[config.mk]
export PLATFORM = sky130hd
export DESIGN_NAME = button_debounce_long_press
export DESIGN_NICKNAME = d
export VERILOG_FILES = /design/src/design/bdlp_pkg.sv /design/src/design/bdlp_lane.sv /design/src/design/bdlp_merge.sv /design/src/design/button_debounce_long_press.sv
export VERILOG_INCLUDE_DIRS = /design/src /design/src/design
export SDC_FILE = /design/constraint.sdc
export NUM_CORES = 1
export LEC_CHECK = 0
export ABC_CLOCK_PERIOD_IN_PS = 2690
export BUFFER_PORTS_ARGS = -buffer_cell sky130_fd_sc_hd__buf_2
export CORE_ASPECT_RATIO = 0.75
export CORE_MARGIN = 5
export CORE_UTILIZATION = 47
export CTS_BUF_LIST = sky130_fd_sc_hd__clkbuf_8 sky130_fd_sc_hd__clkbuf_16
export DETAILED_ROUTE_END_ITERATION = 10
export PLACE_DENSITY = 0.68
export SETUP_SLACK_MARGIN = 0.2
export SKIP_LAST_GASP = 1
export SYNTH_ARGS = -nofsm -noshare
export SYNTH_HDL_FRONTEND = slang
export SYNTH_SLANG_ARGS = --single-unit
[constraint.sdc]
create_clock -name clk -period 2.69 [get_ports clk]
set_clock_uncertainty 0.05 [all_clocks]
set_input_delay 0.4035 -clock clk [delete_from_list [all_inputs] [get_ports clk]]
set_output_delay 0.4035 -clock clk [all_outputs]
set_load 0.05 [all_outputs]
[src/design/button_debounce_long_press_defines.svh]
// Assertion macros shared by the debouncer modules.
// Needs signals clk and rst in the module that expands them.
`ifndef BUTTON_DEBOUNCE_LONG_PRESS_DEFINES_SVH
`define BUTTON_DEBOUNCE_LONG_PRESS_DEFINES_SVH

// Same-cycle implication, checked out of reset
`define BDLP_CHECK_NOW(label, ante, cons, msg) \
  label: assert property (@(posedge clk) disable iff (rst) (ante) |-> (cons)) \
    else $error(msg);

// Next-cycle implication, checked out of reset
`define BDLP_CHECK_NEXT(label, ante, cons, msg) \
  label: assert property (@(posedge clk) disable iff (rst) (ante) |=> (cons)) \
    else $error(msg);

`endif

[src/design/bdlp_pkg.sv]
// Shared types and constants for the two-button debouncer.
// No dependencies; imported by every module of the block.
package bdlp_pkg;

  localparam int BUTTON_COUNT = 2;
  localparam int PIN_COUNT    = 2;
  localparam int MASK_W       = 2;
  localparam int IDX_W        = (BUTTON_COUNT > 1) ? $clog2(BUTTON_COUNT) : 1;
  localparam int CNT_W        = 16;
  localparam int ADDR_W       = 4;
  localparam int DATA_W       = 32;

  // Operation codes carried by an item
  typedef logic [1:0] op_t;
  localparam op_t OP_TICK       = 2'd0;
  localparam op_t OP_TAKE_SHORT = 2'd1;
  localparam op_t OP_TAKE_LONG  = 2'd2;

  // Register indexes (byte address 4*i)
  typedef logic [1:0] reg_idx_t;
  localparam reg_idx_t REG_DEBOUNCE   = 2'd0;
  localparam reg_idx_t REG_LONG_PRESS = 2'd1;
  localparam reg_idx_t REG_LEVEL      = 2'd2;

  localparam logic [CNT_W-1:0] DEBOUNCE_RESET   = 16'd10;
  localparam logic [CNT_W-1:0] LONG_PRESS_RESET = 16'd100;

  // Per-button mode
  typedef enum logic [3:0] {
    MODE_IDLE     = 4'b0001,
    MODE_DEBOUNCE = 4'b0010,
    MODE_PRESSED  = 4'b0100,
    MODE_LONG     = 4'b1000
  } mode_t;

  // Pending event kind
  typedef enum logic [1:0] {
    PEND_NONE  = 2'd0,
    PEND_SHORT = 2'd1,
    PEND_LONG  = 2'd2
  } pend_t;

  typedef struct packed {
    logic [CNT_W-1:0] debounce_ticks;
    logic [CNT_W-1:0] long_press_ticks;
    logic             pressed_level;
  } cfg_t;

  // What one lane reports after the item
  typedef struct packed {
    logic took;
    logic is_short;
    logic is_long;
  } lane_res_t;

  typedef struct packed {
    logic              taken;
    logic [MASK_W-1:0] pending_short;
    logic [MASK_W-1:0] pending_long;
  } res_t;

endpackage

[src/design/bdlp_lane.sv]
// One button lane: sample history, debounce/long-press countdown, pending event.
// Depends on bdlp_pkg and the assertion macros header.
`include "button_debounce_long_press_defines.svh"

module bdlp_lane (
  input  logic               clk,
  input  logic               rst,
  input  logic               step_en,
  input  bdlp_pkg::op_t      op,
  input  logic               addressed,
  input  logic               level,
  input  bdlp_pkg::cfg_t     cfg,
  output bdlp_pkg::lane_res_t res
);
  import bdlp_pkg::*;

  logic [2:0]       history, history_next, hist_shift;
  mode_t            mode, mode_next;
  logic [CNT_W-1:0] count, count_next;
  pend_t            pend, pend_next;
  pend_t            want;
  logic             held;
  logic             took;

  // Next-state logic for one item
  always_comb begin
    hist_shift   = {history[1:0], level};
    held         = (level == cfg.pressed_level);
    want         = (op == OP_TAKE_SHORT) ? PEND_SHORT : PEND_LONG;
    history_next = history;
    mode_next    = mode;
    count_next   = count;
    pend_next    = pend;
    took         = 1'b0;
    if (step_en) begin
      case (op) inside
        OP_TICK: begin
          history_next = hist_shift;
          unique case (mode)
            MODE_IDLE: begin
              if (hist_shift == {3{cfg.pressed_level}}) begin
                mode_next  = MODE_DEBOUNCE;
                count_next = cfg.debounce_ticks;
              end
            end
            MODE_DEBOUNCE: begin
              if (count != '0) begin
                count_next = count - 1'b1;
              end else if (held) begin
                mode_next  = MODE_PRESSED;
                count_next = cfg.long_press_ticks;
                pend_next  = PEND_SHORT;
              end else begin
                mode_next = MODE_IDLE;
              end
            end
            MODE_PRESSED: begin
              if (!held) begin
                mode_next = MODE_IDLE;
              end else if (count != '0) begin
                count_next = count - 1'b1;
              end else begin
                mode_next = MODE_LONG;
                pend_next = PEND_LONG;
              end
            end
            MODE_LONG: begin
              if (!held) begin
                mode_next = MODE_IDLE;
              end else begin
                pend_next  = PEND_LONG;
                count_next = cfg.long_press_ticks;
              end
            end
            default: begin
              mode_next = MODE_IDLE;
            end
          endcase
        end
        OP_TAKE_SHORT, OP_TAKE_LONG: begin
          if (addressed && pend == want) begin
            pend_next = PEND_NONE;
            took      = 1'b1;
          end
        end
        default: begin
        end
      endcase
    end
  end

  // Lane state
  always_ff @(posedge clk) begin
    if (rst) begin
      history <= 3'b111;
      mode    <= MODE_IDLE;
      count   <= '0;
      pend    <= PEND_NONE;
    end else begin
      history <= history_next;
      mode    <= mode_next;
      count   <= count_next;
      pend    <= pend_next;
    end
  end

  // Report post-item view to the merge stage
  assign res.took     = took;
  assign res.is_short = (pend_next == PEND_SHORT);
  assign res.is_long  = (pend_next == PEND_LONG);

  `BDLP_CHECK_NEXT(a_take_clears, took, pend == PEND_NONE, "take did not clear pending event")
  `BDLP_CHECK_NEXT(a_long_repeat, step_en && op == OP_TICK && mode == MODE_LONG && held, pend == PEND_LONG && count == $past(cfg.long_press_ticks), "held long press did not repeat")
  `BDLP_CHECK_NOW(a_short_on_confirm, (pend != PEND_SHORT) ##1 (pend == PEND_SHORT), mode == MODE_PRESSED, "short event without confirmed press")

endmodule

[src/design/bdlp_merge.sv]
// Merge stage: combines lane reports into one result and holds it in a
// two-entry output stage. Depends on bdlp_pkg and the assertion macros header.
`include "button_debounce_long_press_defines.svh"

module bdlp_merge (
  input  logic                                     clk,
  input  logic                                     rst,
  input  logic                                     push,
  input  bdlp_pkg::lane_res_t [bdlp_pkg::BUTTON_COUNT-1:0] lanes,
  output logic                                     in_ready,
  output logic                                     out_valid,
  input  logic                                     out_ready,
  output logic                                     taken,
  output logic [bdlp_pkg::MASK_W-1:0]              pending_short,
  output logic [bdlp_pkg::MASK_W-1:0]              pending_long
);
  import bdlp_pkg::*;

  res_t res;
  res_t out_data, skid_data;
  logic skid_valid;
  logic pop;

  // Any lane that took its event makes the item taken;
  // event masks cover the first MASK_W buttons only
  always_comb begin
    res = '0;
    for (int b = 0; b < BUTTON_COUNT; b++) begin
      res.taken = res.taken | lanes[b].took;
      if (b < MASK_W) begin
        res.pending_short[b] = lanes[b].is_short;
        res.pending_long[b]  = lanes[b].is_long;
      end
    end
  end

  assign pop      = out_valid && out_ready;
  assign in_ready = !skid_valid;

  // Output register plus skid entry
  always_ff @(posedge clk) begin
    if (rst) begin
      out_valid  <= 1'b0;
      skid_valid <= 1'b0;
    end else if (skid_valid) begin
      if (pop) begin
        out_data   <= skid_data;
        skid_valid <= 1'b0;
      end
    end else if (push) begin
      if (!out_valid || pop) begin
        out_data  <= res;
        out_valid <= 1'b1;
      end else begin
        skid_data  <= res;
        skid_valid <= 1'b1;
      end
    end else if (pop) begin
      out_valid <= 1'b0;
    end
  end

  assign taken         = out_data.taken;
  assign pending_short = out_data.pending_short;
  assign pending_long  = out_data.pending_long;

  `BDLP_CHECK_NOW(a_skid_behind_out, skid_valid, out_valid, "skid entry held with empty output")
  `BDLP_CHECK_NEXT(a_stall_fills_skid, push && out_valid && !out_ready, skid_valid && out_valid, "stalled item was not parked")
  `BDLP_CHECK_NEXT(a_skid_drains, skid_valid && out_ready, !skid_valid && out_valid && out_data == $past(skid_data), "skid entry not moved to output")

endmodule

[src/design/button_debounce_long_press.sv]
// Two-button debouncer with short and long press events.
// Each accepted item's result is registered into the output register, or into the skid entry if the output stalls.
// Throughput: one item per cycle; a two-entry output stage keeps in_ready
// high while one result waits, so only two unaccepted results stall input.
// Reset (rst, synchronous): lanes idle, history released, registers 10/100/0.
module button_debounce_long_press (
  input  logic                          clk,
  input  logic                          rst,
  // item input
  input  logic                          in_valid,
  output logic                          in_ready,
  input  logic [1:0]                    operation,
  input  logic                          button_index,
  input  logic [bdlp_pkg::PIN_COUNT-1:0] pin_levels,
  // result output
  output logic                          out_valid,
  input  logic                          out_ready,
  output logic                          taken,
  output logic [bdlp_pkg::MASK_W-1:0]   pending_short,
  output logic [bdlp_pkg::MASK_W-1:0]   pending_long,
  // configuration port
  input  logic                          psel,
  input  logic                          penable,
  input  logic                          pwrite,
  input  logic [bdlp_pkg::ADDR_W-1:0]   paddr,
  input  logic [bdlp_pkg::DATA_W-1:0]   pwdata,
  output logic [bdlp_pkg::DATA_W-1:0]   prdata,
  output logic                          pready
);
  import bdlp_pkg::*;

  cfg_t                          cfg;
  reg_idx_t                      reg_idx;
  logic                          cfg_wr;
  logic                          push;
  lane_res_t [BUTTON_COUNT-1:0]  lanes;

  assign pready  = 1'b1;
  assign reg_idx = paddr[3:2];
  assign cfg_wr  = psel && penable && pwrite && pready;

  // Configuration registers
  always_ff @(posedge clk) begin
    if (rst) begin
      cfg.debounce_ticks   <= DEBOUNCE_RESET;
      cfg.long_press_ticks <= LONG_PRESS_RESET;
      cfg.pressed_level    <= 1'b0;
    end else if (cfg_wr) begin
      unique case (reg_idx)
        REG_DEBOUNCE:   cfg.debounce_ticks   <= pwdata[CNT_W-1:0];
        REG_LONG_PRESS: cfg.long_press_ticks <= pwdata[CNT_W-1:0];
        REG_LEVEL:      cfg.pressed_level    <= pwdata[0];
        default: begin
        end
      endcase
    end
  end

  // Register read-back
  always_comb begin
    unique case (reg_idx)
      REG_DEBOUNCE:   prdata = {{(DATA_W-CNT_W){1'b0}}, cfg.debounce_ticks};
      REG_LONG_PRESS: prdata = {{(DATA_W-CNT_W){1'b0}}, cfg.long_press_ticks};
      REG_LEVEL:      prdata = {{(DATA_W-1){1'b0}}, cfg.pressed_level};
      default:        prdata = '0;
    endcase
  end

  assign push = in_valid && in_ready;

  // One lane per button; buttons past the pin field sample pin 0
  for (genvar b = 0; b < BUTTON_COUNT; b++) begin : g_lane
    localparam int PIN_BIT = (b < PIN_COUNT) ? b : 0;
    bdlp_lane u_lane (
      .clk       (clk),
      .rst       (rst),
      .step_en   (push),
      .op        (op_t'(operation)),
      .addressed (IDX_W'(button_index) == IDX_W'(b)),
      .level     (pin_levels[PIN_BIT]),
      .cfg       (cfg),
      .res       (lanes[b])
    );
  end

  bdlp_merge u_merge (
    .clk           (clk),
    .rst           (rst),
    .push          (push),
    .lanes         (lanes),
    .in_ready      (in_ready),
    .out_valid     (out_valid),
    .out_ready     (out_ready),
    .taken         (taken),
    .pending_short (pending_short),
    .pending_long  (pending_long)
  );

endmodule

## Yosys cells after proc, flatten, opt, wreduce, memory -nomap -nowiden

Cells that the tools add are included.

- Reductions and logical operators: 30
- Mux-type cells: 67
- Equal/unequal tests: 36
- $add $sub $neg: 2
- Bitwise gates (word level): 5

Operator list:

| operator | number |
|---|---|
| 16-bit two-way mux | 10 |
| 16-bit one-hot mux with 4 select lines | 2 |
| 16-bit one-hot mux with 3 select lines | 1 |
| 4-bit two-way mux | 10 |
| 2-bit two-way mux | 19 |
| 4-bit one-hot mux with 4 select lines | 2 |
| 16-bit nonzero test | 2 |
| 16-bit by 1-bit subtractor with 16-bit output, second input constant | 2 |
| 6-bit AND reduction | 4 |
| 5-bit two-way mux | 4 |
| 1-bit two-way mux | 15 |
| 2-bit by 1-bit inequality test with 1-bit output, second input constant | 7 |
| 2-bit one-hot mux with 3 select lines | 2 |
| 2-bit inequality test, second input constant | 5 |
| 2-bit by 1-bit equality test with 1-bit output, second input constant | 4 |
| 2-bit equality test, second input constant | 4 |
| 4-bit by 1-bit equality test with 1-bit output, second input constant | 2 |
| 4-bit by 2-bit equality test with 1-bit output, second input constant | 2 |
| 4-bit by 3-bit equality test with 1-bit output, second input constant | 2 |
| 4-bit equality test, second input constant | 2 |
| 2-bit AND reduction | 4 |
| 4-bit AND reduction | 2 |
| 4-bit nonzero test | 2 |
| 3-bit equality test | 2 |
| other kinds (13) | 29 |

- Logic and storage cells: 159
- Output and inout port bits: 40
- Register bits: 93
- Bits of input ports: 48

## Logic depth before layout (Yosys ltp)

Gate-level depths: netlist of the first run.

- Depth after elaboration: 12
- Mapped depth: 9
- Depth with buffers taken out: 8

## Modules after synthesis

Synthesis of the first run repeated with hierarchy kept, for this count alone.

- Cell total of the unflattened synthesis: 768
- Area total of the unflattened synthesis: 6,351.1 um^2

Modules (own cells, without submodules):

| module | instances | cells each | area an instance (um^2) | seq. area each (um^2) |
|---|---|---|---|---|
| bdlp_lane at g_lane[0].u_lane | 1 | 274 | 2,045.7 | 480.5 |
| bdlp_lane at g_lane[1].u_lane | 1 | 271 | 1,963.1 | 480.5 |
| button_debounce_long_press | 1 | 193 | 1,826.8 | 660.6 |
| bdlp_merge | 1 | 30 | 515.5 | 340.3 |

## Least setup slack after synthesis of the first run

Ideal clock, no wire load.

- Path kind: input -> output
- Start: input paddr[2] in the netlist's numbering
- End: output prdata[10] in the netlist's numbering
- Setup slack: 0.187 ns
- Data required time: 2.237 ns
- Arrival time: 2.050 ns
- Stages on the path: 4
- Buffers on the path: 2
- Cell sequence: buf_1 clkbuf_1 mux2i_1 nor2_1

- Cells in the longest elaborated chain, start to end: 2
- Elaborated cells on any way between the ends: 4
- Those cells by class: eq/ne: 2; mux: 1; reduce/logical: 1

RTL lines:

| element | RTL line | source |
|---|---|---|
| from (decl) | button_debounce_long_press.sv:25 | `input logic [bdlp_pkg::ADDR_W-1:0] paddr,` |
| 2-bit equality test (tied with other cells) | button_debounce_long_press.sv:61 | `unique case (reg_idx)` |
| 16-bit one-hot mux with 3 select lines * | button_debounce_long_press.sv:61 |  |
| to (decl) | button_debounce_long_press.sv:27 | `output logic [bdlp_pkg::DATA_W-1:0] prdata,` |

Every way passes the cells marked *; elsewhere a longest branch is shown, timed or not.

==> summary.md, run 1 <==
| Metric | Value |
|---|---|
| Post-synthesis simple-gate area fraction | 0.247 |
| # Post-CTS Setup Buffers | 0 |
| P_leak | 2.62 nW |
| # nets final | roughly 840 |
| WHS | roughly 0.22 ns |
| Crit path launch | g_lane[1].u_lane.count[10] |
| Via Count | 5,751 |
| ANT nets after route | 0 |
| GRT overflow | 0 |
| MaxCap Viol Count | 0 |
| Top_reg_cell synth | dfxtp_1 |
| Cts bufs inserted | 9 |
| Avg Cell Area, Syn | 7.79 um2 |
| CP Data Arrival Time | roughly 2.4 ns |
| Fin. Hold Viols | 0 |
| WL/cell | 18.7 um |
| Compound-Gate Fraction of Synth Area | 0.218 |
| Area contributors post-synth | dfxtp_1, nand2_1, a21oi_1, mux2i_1, edfxtp_1 |
| Clock tree root driver cell | clkbuf_16 |
| Die Ht | around 110 um |
| Crit path capture | u_merge.pending_long[1] |
| Starting density of the core | 0.476 |
| Total Die Area | between 0.01 and 0.015 mm2 |
| Post-synth EDFFs | 10 |
| Vias in the first global route | about 5,500 |
| Drt total wl | 17.9 mm |
| Status | complete, no violations |
| PortBufs | 52 |
| Mapped Cells | 747 |
| Netlist cell types | 69 |
| Iteration-0 DRC Markers | 530 |
| Critical Path RT | roughly 2.7 ns |
| CP Class | reg -> reg |
| Slew @ Worst Pin | 0.700 ns |
| Antenna Cells | 0 |
| CP Launch Type | flop |
| R2R cell count | 6 |
| H-tree levels | 3 |
| Relative slew slack | 0.530 |
| FMAX | roughly 430 MHz |
| Setup TNS | 0 ns |
| Vias per inst | between 5 and 6 |
| Drc violations | 0 |
| Hold Path Depth | 2 |
| Top-area cell type share of the netlist area | 0.286 |
| Crit end category | flop |
| Sequential share of the synthesized area | 0.337 |
| First-pass GRT wire length | 28.6 mm |
| Mux share of post-synthesis cell area | 0.0693 |
| Row count | 35 |
| Later-pin clock latency in the skew report | 0.35 ns |
| Final setup fails | 0 |
| Final worst slack | between 0.3 and 0.4 ns |
| Max VDD drop | 0.348 mV |
| GRT Util Overall | 0.240 |
| Crit path time final | 2.31 ns |
| Reg2reg start | g_lane[1].u_lane.count[10] |
| Main combinational cell family by area after synthesis | simple AND/OR/NAND/NOR gates |
| FF-to-FF End | u_merge.pending_long[1] |
| Dpl ws | around 0.20 ns |
| Layout cell share with drive strength beyond 1 | 0.179 |
| Post-Synth Adder-Cell Area | 0.0129 |
| First drt pass iteration count | 5 |
| CP Max Fanout | 9 |
| DPL Wire Length | 12.6 mm |
| Synth warnings | 0 |
| Syn-to-layout area delta | 13.9% |
| Clock sinks | 93 |
| Synth Area in XOR/XNOR | 0.0422 |
| RSZ-0062 raised after global routing | false |
| Synth Register Bits | 93 |
| Slew Limit Fails | 0 |
| Post-synth ARST share | 0 |
| Largest net degree at the start of global routing | 36 |
| Core Area | 0.0122 mm2 |
| Worst R2R Setup Slack | 0.38 ns |
| TritonCTS clock tree | done |
| Top-Level Pins | 88 |
| GP Congestion | 0.898 |
| Pwr dens | 452 mW/mm2 |
| Antenna violations before repair | 0 |
| HP Class | in -> reg |
| Syn Std Cell Area | 0.00582 mm2 |
| CTS Buffer Depth | 2 |
| # fillers | 1,112 |
| Die Wd | 138 um |
| Worst-path clk slew | 0.07 ns |
| Period utilization | 0.860 |
| Area leader, netlist | dfxtp_1 |
cell usage after synthesis, types with 4 or more instances:
cell type,count
nor4b_1,9
o31ai_1,9
buf_2,17
nand3_1,24
xnor2_1,7
nand4_1,7
o221ai_1,16
mux2i_1,38
nor3b_1,5
inv_1,14
o211ai_1,11
a211oi_1,4
nand2_1,130
buf_4,19
nor4_1,6
nor3_1,20
a32o_1,5
nand3b_1,4
or3_1,5
dfxtp_1,83
a21oi_1,79
clkbuf_1,28
edfxtp_1,10
o21ai_0,37
ha_1,6
nor2_1,65
o21a_1,4
xor2_1,21
through the flow:
stage | area, um2 | std cells | total power, W | util
2_1_floorplan | 5890 | 762 | 0.00169 | -
3_3_place_gp | 6260 | 944 | 0.00176 | 0.512
3_5_place_dp | 6260 | 944 | 0.00176 | 0.512
4_1_cts | 6550 | 960 | 0.00300 | 0.536
5_1_grt | 6620 | 960 | 0.00309 | 0.542
6_report | 6620 | 960 | 0.00299 | 0.542
worst min-delay path by stage:
stage                                           start                           to  slack [ns]
after floorplan           g_lane[0].u_lane.history[1]  g_lane[0].u_lane.history[1]        0.40
after global placement    g_lane[1].u_lane.history[1]  g_lane[1].u_lane.history[1]        0.41
after detailed placement  g_lane[0].u_lane.history[1]  g_lane[0].u_lane.history[1]        0.42
after CTS                                   out_ready           u_merge.skid_valid        0.21
after global routing                        out_ready           u_merge.skid_valid        0.22
final                                       out_ready           u_merge.skid_valid        0.22
report_power, final:
| group | internal [W] | leakage, nW | switching, W | total, W |
|---|---|---|---|---|
| clock network | 0.000651 | 0.145 | 0.000603 | 0.00125 |
| logic | 0.0000809 | 1.71 | 0.000220 | 0.000301 |
| registers | 0.00142 | 0.766 | 0.0000244 | 0.00144 |
state kept, by name, indices dropped and copies added, names as in the netlist:
register,count
cfg,33
g_lane.u_lane.count,32
g_lane.u_lane.history,4
g_lane.u_lane.mode,8
g_lane.u_lane.pend,4
u_merge.out_valid,1
u_merge.pending_long,2
u_merge.pending_short,2
u_merge.skid_data,5
u_merge.skid_valid,1
u_merge.taken,1
critical path, cell delays in order, from the launching register on:
cell      delay [ns]
dfxtp_1         0.39
nor4_2          0.39
nand3_2         0.25
o311a_1         0.36
a221oi_2        0.25
nor2b_1         0.11
mux2_2          0.27
routing by layer:
layer / global-route usage / share of wire
met2: 0.387 / 0.46
met5: 0 / 0
met1: 0.324 / 0.44
met4: 0.0783 / 0.025
met3: 0.0472 / 0.079
logic make-up after synthesis:
logic type      Yosys count
xor+xnor                 28
simple gates            300
other cells               2
mux                      40
fa+ha+maj                 6
buf+inv                  83
compound gates          195
flops                    93
cells in the final DEF (no fill, tap or decap), drive strengths merged, types with 11 or more instances in the layout:
master  instances
xor2           21
o21ai          39
inv            19
a21oi          80
nand2         130
nor3           22
buf            84
o211ai         11
dfxtp          83
nand3          25
nor2           65
mux2i          38
o221ai         16
conb           17
timing repair:
item / CTS / global route
hold buffers: 0 / 0
setup endpoints to repair: 1 / 33
resized for setup: 1 / 14
area by class of cell:
cell class | instances | area (um2) | area share
flip-flops and latches | 93 | 1970 | 0.297
well taps | 166 | 208 | 0.0314
multi-input cells | 586 | 3600 | 0.544
clock inverters | 7 | 63.8 | 0.00964
clock buffers | 9 | 225 | 0.0340
repair buffers | 84 | 500 | 0.0756
inverters | 15 | 56.3 | 0.00850
Power figures use the tool's default switching activity.
==> inputs of run 2 (changes only) <==
--- a/config.mk
+++ b/config.mk
@@ -7,4 +7,5 @@
 export NUM_CORES = 1
 export LEC_CHECK = 0
+export ABC_AREA = 1
 export ABC_CLOCK_PERIOD_IN_PS = 2690
 export BUFFER_PORTS_ARGS = -buffer_cell sky130_fd_sc_hd__buf_2
==> constraint.sdc (replaced) <==
create_clock -name clk -period 2.69 [get_ports clk]
set_clock_uncertainty 0.05 [all_clocks]
set_input_delay 0.269 -clock clk [delete_from_list [all_inputs] [get_ports clk]]
set_output_delay 0.269 -clock clk [all_outputs]
set_load 0.05 [all_outputs]
==> summary.md, run 2 <==
| Metric | Value |
|---|---|
| # fillers | 1,294 |
| Area leader, netlist | dfxtp_1 |
| Final setup fails | 0 |
| RSZ-0062 raised after global routing | false |
| Max VDD drop | 0.300 mV |
| Netlist cell types | 35 |
| Status | complete, no violations |
| PostCTS Resize Cnt | 0 |
| Pwr dens | 487 mW/mm2 |
| Crit path time final | 2.16 ns |
| ANT nets after route | 0 |
| Setup TNS | 0 ns |
| # Post-CTS Setup Buffers | 0 |
| Fin. Hold Viols | 0 |
| HP Class | in -> reg |
| P_leak | 3.03 nW |
| Row count | 35 |
| Core Area | 0.0124 mm2 |
| Most common cell in the netlist | nand2_1 |
| Storage cell area | 0.00196 mm2 |
| Vias in the first global route | 5,249 |
| Top_reg_cell synth | dfxtp_1 |
| Clock sinks | between 90 and 100 |
| Post-synth ARST share | 0 |
| Period utilization | 0.802 |
| Antenna Cells | 0 |
| Synth warnings | 0 |
| CP Class | reg -> reg |
| Worst-path clk slew | 0.07 ns |
| Drc violations | 0 |
| CTS Buffer Depth | 2 |
| Clock tree root driver cell | clkbuf_16 |
| Drt total wl | between 15 and 20 mm |
| Max FFs per register | 33 |
| Leading cell types in the layout, fill and taps excluded | nand2_1, nor2_1, inv_1, o21ai_0, dfxtp_1 |
| Syn Std Cell Area | 0.00600 mm2 |
| MaxCap Viol Count | 0 |
| Mapped Cells | 936 |
| Starting density of the core | 0.484 |
| Most used cell, CP | inv_1 |
| Iteration-0 DRC Markers | 587 |
| Sequential share of the synthesized area | 0.327 |
| GP Congestion | 0.944 |
| Top-Level Pins | 88 |
| First drt pass iteration count | 5 |
| Antenna violations before repair | 0 |
| Dpl ws | 0.545 ns |
| # nets final | 1,027 |
| FMAX | 464 MHz |
| Avg Cell Area, Syn | 6.41 um2 |
| TritonCTS clock tree | done |
| Max stage delay on crit path | 0.41 ns |
| Crit path cell chain | inv_1, ha_1, nand3_1, nor2_2, nand3_1, nand2_1, inv_1, o22ai_1, inv_1, a21oi_1 |
| Synth top cells by count | nand2_1, nor2_1, inv_1, o21ai_0, dfxtp_1 |
| GRT Util Overall | 0.228 |
| Relative slew slack | 0.501 |
| Largest net degree at the start of global routing | 39 |
| Final worst slack | 0.534 ns |
| Crit end category | flop |
| Slew Limit Fails | 0 |
| H-tree levels | 3 |
| Slew @ Worst Pin | 0.743 ns |
| Area of the multi-input gates | about 0.0034 mm2 |
| Cts bufs inserted | 9 |
| Critical-path top delay cell | nand2_1 |
| Area contributors post-synth | dfxtp_1, nand2_1, o21ai_0, nor2_1, a21oi_1 |
| Top reg by flops | cfg |
| Total Die Area | 0.0151 mm2 |
| CP Data Arrival Time | 2.38 ns |
| Via Count | 6,065 |
| Die Wd | 140 um |
| Die Ht | 108 um |
| PortBufs | between 50 and 60 |
| Later-pin clock latency in the skew report | 0.35 ns |
| DPL Wire Length | 12.4 mm |
| Syn-to-layout area delta | 9.83% |
| Synth Register Bits | 93 |
| First-pass GRT wire length | roughly 28 mm |
| Commonest non-fill, non-tap cell in the layout | nand2_1 |
| CP Max Fanout | 12 |
| Biggest regs | cfg (33), g_lane.u_lane.count (32), g_lane.u_lane.mode (8) |
| Hold-fix buffers, CTS | 0 |
| GRT overflow | 0 |
| Top-area cell type share of the netlist area | 0.277 |
| Post-synth EDFFs | 10 |
| WL/cell | 15.1 um |
| Critical Path RT | 2.92 ns |
| Vias per inst | 5.30 |
| Layout cell share with drive strength beyond 1 | 0.129 |
| CP Launch Type | flop |
-- run 2: layout make-up --
type / count / area share
clock buffer: 9 / 0.0342
clock inverter: 7 / 0.0141
inverter: 106 / 0.0616
multi-input combinational: 702 / 0.511
sequential: 93 / 0.298
tap: 166 / 0.0315
timing repair buffer: 61 / 0.0498
-- run 2: through the flow --
stage	total power [W]	hold slack, ns	instances	util	instance area (um2)
6_report	0.00320	0.100	1144	0.531	6590
5_1_grt	0.00330	0.101	1144	0.531	6590
4_1_cts	0.00320	0.0969	1144	0.531	6590
3_5_place_dp	0.00184	0.407	1128	0.506	6270
3_3_place_gp	0.00183	0.409	1128	0.506	6270
2_1_floorplan	0.00176	0.345	951	-	6050
-- run 2: cell families (layout without fill, tap and decap cells) --
group,count (synthesis),in the layout,share of synthesized area
and+or+nand+nor,451,451,0.320
AOI/OAI and AO/OA,208,208,0.189
buffers and inverters,156,183,0.121
DFF,93,93,0.327
xor gates and xnor gates,20,20,0.0292
adders and majority gates,6,6,0.0125
other,2,17,0.00125
-- run 2: where the power goes --
group          total [W]  leakage [nW]  internal, W  switching (W)
Combinational   0.000364          2.11    0.0000877       0.000277
Clock            0.00140         0.159     0.000814       0.000581
Sequential       0.00145         0.766      0.00143      0.0000199
Total            0.00320          3.03      0.00233       0.000878
-- run 2: critical path, delay by kind of cell, from the launching register on --
| family | cells | cell delay, ns |
|---|---|---|
| adder cells (fa/ha/maj) | 1 | 0.23 |
| AO/OA/AOI/OAI | 2 | 0.30 |
| flip-flops | 1 | 0.31 |
| buffers and inverters | 3 | 0.42 |
| AND/OR/NAND/NOR | 4 | 0.77 |
-- run 2: worst paths after layout --
| check | from | endpoint | slack, ns | cells past startpoint |
|---|---|---|---|---|
| setup / recovery | g_lane[1].u_lane.count[0] | g_lane[1].u_lane.count[2] | 0.53 | 10 |
| hold / removal | pwdata[5] | cfg[6] | 0.10 | 3 |
| setup reg to reg | g_lane[1].u_lane.count[0] | g_lane[1].u_lane.count[2] | 0.53 | 10 |
| hold reg to reg | g_lane[1].u_lane.count[15] | g_lane[1].u_lane.count[15] | 0.42 | 2 |
-- run 2: metal layers --
metal / track usage / up-vias / part of all wire
met2: 0.335 / 252 / 0.42
met4: 0.0346 / 0 / 0.0067
met3: 0.0395 / 13 / 0.082
met1: 0.352 / 2731 / 0.49
li1: - / 3069 / -
met5: 0 / - / 0
==> inputs of run 3 (changes only) <==
ABC_AREA = 0   (was 1)
ABC_CLOCK_PERIOD_IN_PS = 1900   (was 2690)
PLACE_DENSITY = 0.71   (was 0.68)
clock period = 1.9 ns   (was 2.69 ns; I/O delays follow)
==> summary.md, run 3 (synthesis results as in run 1) <==
| Metric | Value |
|---|---|
| FMAX | 447 MHz |
| Setup TNS | -9.83 ns |
| Iteration-0 DRC Markers | 1,027 |
| Crit path launch | g_lane[1].u_lane.mode[0] |
| Layout cell share with drive strength beyond 1 | 0.473 |
| Crit path time final | between 2 and 2.5 ns |
| Starting density of the core | 0.476 |
| Worst Hold Launch | pwdata[6] |
| Total placed cells including tap cells | roughly 1,100 |
| Clock tree root driver cell | clkbuf_16 |
| Later-pin clock latency in the skew report | 0.36 ns |
| GRT Util Overall | 0.298 |
| Share of the core filled with cells | 0.754 |
| Top reg by flops | cfg |
| Slew @ Worst Pin | 0.751 ns |
| Die Ht | 106 um |
| Vias per inst | around 6.2 |
| WHS | approximately 0.00093 ns |
| CP Data Arrival Time | 2.43 ns |
| GRT overflow | 0 |
| Max FFs per register | 33 |
| DPL Wire Length | 14.8 mm |
| Die Wd | 138 um |
| Final worst slack | -0.337 ns |
| CP Max Fanout | 7 |
| Hold Path End | cfg[7] |
| Worst R2R Setup Slack | -0.34 ns |
| Cts bufs inserted | 9 |
| Row count | 35 |
| R2R cell count | 7 |
| Post-Layout Cell Count | 1,134 |
| Leading cell types in the layout, fill and taps excluded | buf_4, nand2_1, dfxtp_1, a21oi_1, buf_2 |
| MaxCap Viol Count | 0 |
| Antenna violations before repair | 0 |
| Pwr dens | 491 mW/mm2 |
| Biggest regs | cfg (33), g_lane.u_lane.count (32), g_lane.u_lane.mode (8) |
| Period utilization | 1.18 |
| # nets final | 1,017 |
| Relative slew slack | 0.497 |
| Core Area | 0.0122 mm2 |
| Failing checks | setup timing |
| Worst-path clk slew | 0.08 ns |
| Critical Path RT | 2.09 ns |
| H-tree levels | 3 |
| Hold Path Depth | 3 |
| WL/cell | 21.4 um |
| Drc violations | 0 |
| RSZ-0062 raised after global routing | true |
| Final setup fails | 49 |
| TritonCTS clock tree | done |
| Drt total wl | between 20 and 25 mm |
| P_leak | 3.78 nW |
| Status | finished with violations |
| Top-Level Pins | between 80 and 90 |
| Fin. Hold Viols | 0 |
| Total Die Area | 0.0147 mm2 |
| First-pass GRT wire length | 35.4 mm |
| Clock sinks | between 90 and 100 |
| PortBufs | between 50 and 60 |
| Max VDD drop | ~0.54 mV |
| First drt pass iteration count | 6 |
| Reg2reg start | g_lane[1].u_lane.mode[0] |
| Dpl ws | -0.556 ns |
| Via Count | a little over 7,000 |
| FF-to-FF End | g_lane[1].u_lane.count[15] |
| CP Launch Type | flop |
| Vias in the first global route | 6,597 |
| HP Class | in -> reg |
| CTS Buffer Depth | 2 |
| Syn-to-layout area delta | 58.4% |
| Slew Limit Fails | 0 |
| Crit end category | flop |
| Commonest non-fill, non-tap cell in the layout | buf_4 |
| GP Congestion | 0.953 |
| Largest net degree at the start of global routing | 53 |
| CP Class | reg -> reg |
| ANT nets after route | 0 |
| Antenna Cells | 0 |
run 3: worst max-delay path by stage:
stage / end / slack [ns] / depth (start not counted)
after floorplan: g_lane[1].u_lane.count[1] / -0.16 / 8
after global placement: g_lane[1].u_lane.count[3] / -0.50 / 7
after detailed placement: g_lane[1].u_lane.count[2] / -0.56 / 6
after CTS: u_merge.pending_long[1] / -0.23 / 7
after global routing: g_lane[1].u_lane.count[15] / -0.42 / 8
final: g_lane[1].u_lane.count[15] / -0.34 / 7
run 3: where the power goes:
group          internal [W]  switching (W)
clock               0.00102       0.000942
combinational      0.000161       0.000367
sequential          0.00200      0.0000304
run 3: layout make-up:
cell class	instances	area (um2)
Multi-Input combinational cell	586	4550
Fill cell	798	3010
Timing Repair Buffer	258	2080
Sequential cell	93	1990
Clock buffer	10	250
Tap cell	166	208
Clock inverter	6	72.6
Inverter	15	60.1
run 3: per-stage QoR:
step                cell area (um2)  total power (W)
floorplan                      6190          0.00240
global placement               7440          0.00254
detailed placement             7440          0.00255
CTS                            8680          0.00446
global route                   9210          0.00461
finish                         9210          0.00452
run 3: metal layers:
layer  routed length [um]  up-vias  GRT usage  share of wire
met5                    0        -          0              0
met4                  923        0     0.0853          0.038
met3                 2660      107     0.0571           0.11
met2                11300      471      0.495           0.47
met1                 9360     3396      0.397           0.39
li1                     -     3088          -              -
run 3: timing repair:
action | 4_1_cts | 5_1_grt
pin swaps | 69 | 53
cloned | 4 | 1
resized for setup | 120 | 106
setup buffers | 37 | 12
hold buffers | 1 | 0
hold endpoints to repair | 1 | 0
endpoints found under the setup margin | 52 | 61
run 3: worst max-delay path, stage by stage, from the launching register on:
cell,delay [ns]
dfxtp_4,0.37
or4b_4,0.56
o31ai_4,0.09
a21oi_2,0.08
nor3_4,0.46
buf_6,0.18
nor2_1,0.04
nor4_1,0.30
